--- config.mk ---
export PLATFORM = sky130hd
export DESIGN_NAME = fpas_phase_acc
export DESIGN_NICKNAME = d
export VERILOG_FILES = /design/src/fpas_pkg.sv /design/src/fpas_phase_acc.sv
export VERILOG_INCLUDE_DIRS = /design/src /design/src/src
export SDC_FILE = /design/constraint.sdc
export NUM_CORES = 2
export LEC_CHECK = 0
export BUFFER_PORTS_ARGS = -buffer_cell sky130_fd_sc_hd__buf_2
export CORE_ASPECT_RATIO = 1.4
export CORE_MARGIN = 2
export CORE_UTILIZATION = 60
export DETAILED_ROUTE_END_ITERATION = 7
export PLACE_DENSITY_LB_ADDON = 0.2
export SYNTH_ARGS = -nofsm -noshare
export SYNTH_HDL_FRONTEND = slang
export SYNTH_SLANG_ARGS = --single-unit
--- constraint.sdc ---
create_clock -name clk -period 7 [get_ports clk]
set_input_delay 0.35 -clock clk [delete_from_list [all_inputs] [get_ports clk]]
set_output_delay 0.35 -clock clk [all_outputs]
set_load 0.01 [all_outputs]
--- src/assert_macros.svh ---
// Assertion macros shared by the oscillator RTL.
`ifndef ASSERT_MACROS_SVH
`define ASSERT_MACROS_SVH

// Same-cycle implication, sampled on clk, off while rst_n is low.
`define ASSERT_IMPL(lbl, ante, cons) \
  lbl: assert property (@(posedge clk) disable iff (!rst_n) (ante) |-> (cons)) \
    else $error("same-cycle check failed");

// Next-cycle implication, sampled on clk, off while rst_n is low.
`define ASSERT_NEXT(lbl, ante, cons) \
  lbl: assert property (@(posedge clk) disable iff (!rst_n) (ante) |=> (cons)) \
    else $error("next-cycle check failed");

`endif

--- src/fpas_pkg.sv ---
// Package: word types, table geometry and quarter-wave sine contents.
package fpas_pkg;

  localparam int TABLE_ADDR_BITS = 10;
  localparam int TBL_SIZE        = 1 << TABLE_ADDR_BITS;
  localparam int SINE_W          = 15;

  localparam logic [31:0] SCALE_RESET = 32'd24932236;
  localparam logic [15:0] FULL_SCALE  = 16'd32767;

  // Input word: one frequency sample.
  typedef struct packed {
    logic signed [23:0] freq_hz;
    logic               start_of_note;
    logic               last_of_note;
  } in_word_t;

  // Output word: one sine sample.
  typedef struct packed {
    logic signed [15:0] sine_value;
    logic               last_sample;
  } out_word_t;

  // Table lookup request from the phase stage.
  typedef struct packed {
    logic [TABLE_ADDR_BITS-1:0] addr;
    logic                       neg;   // lower half of the turn
    logic                       full;  // peak of the wave, not in the table
    logic                       last;
  } lut_req_t;

  typedef logic [TBL_SIZE-1:0][SINE_W-1:0] quarter_rom_t;

  // One table entry: Taylor series of sin in Q30, scaled to 32767.
  function automatic logic [SINE_W-1:0] sine_entry(int unsigned k);
    logic [63:0] x;
    logic [63:0] t;
    logic [63:0] v;
    longint      sum;
    x   = (64'd1686629713 * 64'(k)) >> TABLE_ADDR_BITS;
    t   = x;
    sum = longint'(x);
    for (int n = 1; n <= 7; n++) begin
      t = (t * x) >> 30;
      t = (t * x) >> 30;
      t = t / 64'((2 * n) * (2 * n + 1));
      if ((n & 1) != 0) sum = sum - longint'(t);
      else              sum = sum + longint'(t);
    end
    if (sum <= 0) return '0;
    v = (64'(sum) * 64'd32767 + 64'd536870912) >> 30;
    if (v > 64'd32767) v = 64'd32767;
    return v[SINE_W-1:0];
  endfunction

  function automatic quarter_rom_t build_quarter_rom();
    quarter_rom_t rom;
    for (int k = 0; k < TBL_SIZE; k++) rom[k] = sine_entry(k);
    return rom;
  endfunction

  localparam quarter_rom_t QUARTER_ROM = build_quarter_rom();

endpackage

--- src/fpas_phase_acc.sv ---
// Phase stage: step multiply, phase accumulator and table address fold.
module fpas_phase_acc import fpas_pkg::*; (
  input  logic        clk,
  input  logic        rst_n,
  input  logic        cfg_we,
  input  logic [31:0] cfg_wdata,
  input  logic        accept,
  input  in_word_t    in_word,
  input  logic        adv,
  output logic        req_valid,
  output lut_req_t    req
);
  `include "assert_macros.svh"

  localparam int AW = TABLE_ADDR_BITS;

  logic [31:0]        scale_r;
  logic               s1_valid_r, s1_valid_nxt;
  logic [31:0]        step_r, step_nxt;
  logic               start_r, last_r;
  logic [31:0]        acc_r, acc_nxt;
  logic signed [56:0] prod;
  logic [31:0]        phase_cur;
  logic [AW-1:0]      idx;

  // Phase step per hertz register
  always_ff @(posedge clk) begin
    if (!rst_n) scale_r <= SCALE_RESET;
    else if (cfg_we) scale_r <= cfg_wdata;
  end

  // Step = floor(freq * scale / 2^16), taken mod 2^32
  assign prod     = $signed(in_word.freq_hz) * $signed({1'b0, scale_r});
  assign step_nxt = prod[47:16];

  assign s1_valid_nxt = accept ? 1'b1 : (adv ? 1'b0 : s1_valid_r);

  always_ff @(posedge clk) begin
    if (!rst_n) s1_valid_r <= 1'b0;
    else        s1_valid_r <= s1_valid_nxt;
  end

  always_ff @(posedge clk) begin
    if (accept) begin
      step_r  <= step_nxt;
      start_r <= in_word.start_of_note;
      last_r  <= in_word.last_of_note;
    end
  end

  // Accumulate when the word moves on to the lookup
  assign phase_cur = start_r ? 32'd0 : acc_r;
  assign acc_nxt   = (s1_valid_r && adv) ? (phase_cur + step_r) : acc_r;

  always_ff @(posedge clk) begin
    if (!rst_n) acc_r <= '0;
    else        acc_r <= acc_nxt;
  end

  // Quadrant fold: odd quadrants read the table mirrored
  assign idx       = phase_cur[29 -: AW];
  assign req_valid = s1_valid_r;
  assign req.addr  = phase_cur[30] ? ({AW{1'b0}} - idx) : idx;
  assign req.full  = phase_cur[30] && (idx == '0);
  assign req.neg   = phase_cur[31];
  assign req.last  = last_r;

  `ASSERT_NEXT(a_start_clears_phase, s1_valid_r && start_r && adv, acc_r == $past(step_r))
  `ASSERT_IMPL(a_hold_when_blocked, s1_valid_r && !adv && !accept, s1_valid_nxt)

endmodule

==> impl_metrics.ini <==
[sta]
period_minus_slack_ps = 6880
fin_worst_hold_slack_ps = 142.7
max_slew_margin = 0.3792
fin_crit_sh = 0.9829
slew_viol_final = 0
timing.final.hold_violations = 0
timing_worst_slew_pin_value_ps = 931.2
fin_ws_ps = 119.6
grt_setup_unrepaired = true
fin_skew_ps = 14.07
achievable-frequency_mhz = 145.3
finalSetupViolCount = 0

[synthesis]
seq_area_frac_synth = 0.08220
synth_enable_flop_cells = 34
post_syn_nets = 4014
synth.avg_cell_area_um2 = 9.046
ys_seq_elements = 99
post_synth_inst_count = 3123
syn_area_um2 = 28250
post_synth_num_cell_types = 78
yosysWarnings = 0
synth_top_flop_cell = sky130_fd_sc_hd__dfxtp_1
async_s_r_ff_share_synth = 0

[outcome]
status = finished clean

[detailed_routing]
initialDrtViolationCount = 1104
routed-via-count = 21510
first_pass_iters = 5
drc = 0
wl_mm = 78.12
post_drt_wl_per_cell_um = 20.31
final_antenna_net_count = 0
vias_per_cell = 5.593

[cts]
clk_root_buffer_cell = sky130_fd_sc_hd__clkbuf_16
largest_buffer_count_on_any_clock_path = 2
cts-buffers-inserted = 9
post_cts_clock_slew_at_the_launch_and_capture_registers_of_the_worst_setup_and_hold_paths_ps = 80
ctsHtreeMaxLevel = 3
cts.sinks = 99
cts_tree = built
worstSkewPairLatency_ps = 380

[critical_path]
setup.worst_path.end_class = flip-flop
worst-setup-path-type = reg -> reg
crit_path_max_fanout = 15
crit_buf_inv = 5
critPathSlowestCell = sky130_fd_sc_hd__fa_1
critPathMostFrequentCell = sky130_fd_sc_hd__fa_1
data_arrival_at_the_endpoint_of_the_critical_path_ps = 7020
timing.critical_path.max_delay_family = adder cells
critical_path.startpoint_type = flip-flop
crit_path_cell_trace = buf_12 -> and2_1 -> fa_1 -> inv_1 -> fa_1 -> inv_1 -> fa_1 -> fa_1 -> fa_1 -> fa_1 -> inv_1 -> fa_1 -> inv_1 -> ha_1 -> o21a_1 -> o211ai_1 -> or4_4 -> a211o_1 -> nand2_2 -> a41oi_4 -> o21a_1 -> o211a_1
critical-path-max-stage-delay_ps = 630
cp_data_required_time_ps = 7140

[global_route]
number_of_global_route_vias_before_repair = 24700
groute.usage.overall = 0.3447
grt_first_pass_wirelength_mm = 127.3
overflow = 0
pin_count_of_the_biggest_net_entering_global_routing = 48
initial_antenna_violation_count = 6

[placed_design]
place.detailed.hpwl_mm = 65.17
detailedPlace.worstSlack_ps = -300.8
gp_congestion = 0.9579
port_buffers = 76

[layout]
area.growth.synth_to_final_pct = 8.841
layout.core_utilization = 0.6568
net_count_final = 4102
final_layout_size_suffix_gt1_frac = 0.09764

[floorplanning]
die_h_um = 260.7
initial_utilization = 0.6035
floorplan.rows = 94
floorplan.die_area_um2 = 48860
pin_count = 77
die_width_um = 187.4
core_area_um2 = 46810

[flow_run]
maxCapViolCount = 0

[min_path]
holdCritPathClass = in -> reg
==> path summary, 6_finish.rpt <==
kind	endpoint	slack, ps	depth (start not counted)	start
max reg2reg	step_r[31]	120	22	scale_r[15]
min reg2reg	acc_r[2]	450	2	acc_r[2]
max	step_r[31]	120	22	scale_r[15]
min	last_r	140	1	in_word[0]
==> routing by layer <==
layer	global-route usage	part of all wire	up-vias
met4	0.3476	0.12	0
met3	0.03080	0.037	392
met2	0.6329	0.52	710
met1	0.3337	0.32	10970
met5	0	0	-
li1	-	-	9441
==> per-stage QoR <==
| stage | area (µm²) | TNS [ps] | cells |
|---|---|---|---|
| CTS | 30560 | 0 | 3837 |
| floorplan | 28250 | 0 | 3123 |
| global route | 30740 | -79.10 | 3845 |
| detailed placement | 30250 | -1548 | 3821 |
| global placement | 30250 | -298.1 | 3821 |
| finish | 30750 | 0 | 3846 |
==> synthesized netlist by cell type, drive strengths merged (6+ instances only) <==
master	n	share of area
nand3	20	0.0035
o31ai	7	0.0020
inv	702	0.093
clkbuf	146	0.019
and2	341	0.076
a31oi	9	0.0025
buf	12	0.0017
fa	633	0.45
a211oi	10	0.0028
or3	9	0.0020
xor2	20	0.0062
ha	195	0.086
o211ai	10	0.0028
nand2	464	0.062
dfxtp	65	0.046
nor2	47	0.0062
nand4	9	0.0020
and3	6	0.0014
edfxtp	34	0.036
nand2b	16	0.0035
nor3	12	0.0023
nor2b	53	0.012
a21oi	70	0.013
o21a	13	0.0035
o21ai	35	0.0062
mux2i	33	0.012
xnor2	51	0.016
a21o	32	0.0085
==> flip-flops by register name, summed over array words and instances, names as in the netlist <==
register	count
scale_r	32
acc_r	32
step_r	32
start_r	1
last_r	1
req_valid	1
==> layout by cell type, fill, tap and decap left out, types with 5 or more instances in the layout <==
cell type / n
sky130_fd_sc_hd__inv_1: 700
sky130_fd_sc_hd__nand4_1: 9
sky130_fd_sc_hd__xnor2_1: 51
sky130_fd_sc_hd__xor2_1: 20
sky130_fd_sc_hd__buf_2: 76
sky130_fd_sc_hd__o21ai_1: 5
sky130_fd_sc_hd__o211ai_1: 9
sky130_fd_sc_hd__clkbuf_16: 9
sky130_fd_sc_hd__or3_1: 8
sky130_fd_sc_hd__fa_1: 629
sky130_fd_sc_hd__buf_4: 137
sky130_fd_sc_hd__nor2_1: 47
sky130_fd_sc_hd__a211oi_1: 8
sky130_fd_sc_hd__o21a_1: 13
sky130_fd_sc_hd__edfxtp_1: 34
sky130_fd_sc_hd__nand3_1: 20
sky130_fd_sc_hd__dfxtp_1: 44
sky130_fd_sc_hd__ha_1: 193
sky130_fd_sc_hd__nand2_1: 462
sky130_fd_sc_hd__a21o_1: 31
sky130_fd_sc_hd__dfxtp_2: 17
sky130_fd_sc_hd__buf_12: 21
sky130_fd_sc_hd__a21oi_2: 6
sky130_fd_sc_hd__diode_2: 6
sky130_fd_sc_hd__a31oi_1: 8
sky130_fd_sc_hd__mux2i_1: 33
sky130_fd_sc_hd__o31ai_1: 6
sky130_fd_sc_hd__nor3_1: 11
sky130_fd_sc_hd__nor2b_1: 52
sky130_fd_sc_hd__nand2b_1: 16
sky130_fd_sc_hd__and3_1: 5
sky130_fd_sc_hd__o21ai_0: 30
sky130_fd_sc_hd__a21oi_1: 64
sky130_fd_sc_hd__and2_1: 341
==> layout make-up <==
| class | instances | area (µm²) |
|---|---|---|
| multi-input cells | 2164 | 22810 |
| fillers | 3914 | 16060 |
| inverters | 702 | 2635 |
| flip-flops and latches | 99 | 2359 |
| repair buffers | 235 | 1841 |
| well taps | 624 | 780.7 |
| clock buffers | 10 | 229.0 |
| clock inverters | 6 | 73.82 |
| diodes | 6 | 15.01 |
==> kinds of logic after synthesis <==
group	Yosys count	share of synthesized area
adders and majority gates	828	0.5349
DFF	99	0.08220
xor gates and xnor gates	71	0.02201
AOI/OAI and AO/OA	230	0.05745
buffers and inverters	860	0.1144
and+or+nand+nor	1002	0.1773
muxes	33	0.01169
==> timing repair <==
item	4_1_cts	5_1_grt
gates resized for setup	5	49
cloned	0	0
buffers inserted	0	3
pin swaps	0	22
hold buffers	0	0
endpoints found under the setup margin	12	22
Power is left out: the tool's default activity adds up to more than one toggle a clock period on the data nets, which glitch-free logic cannot reach.
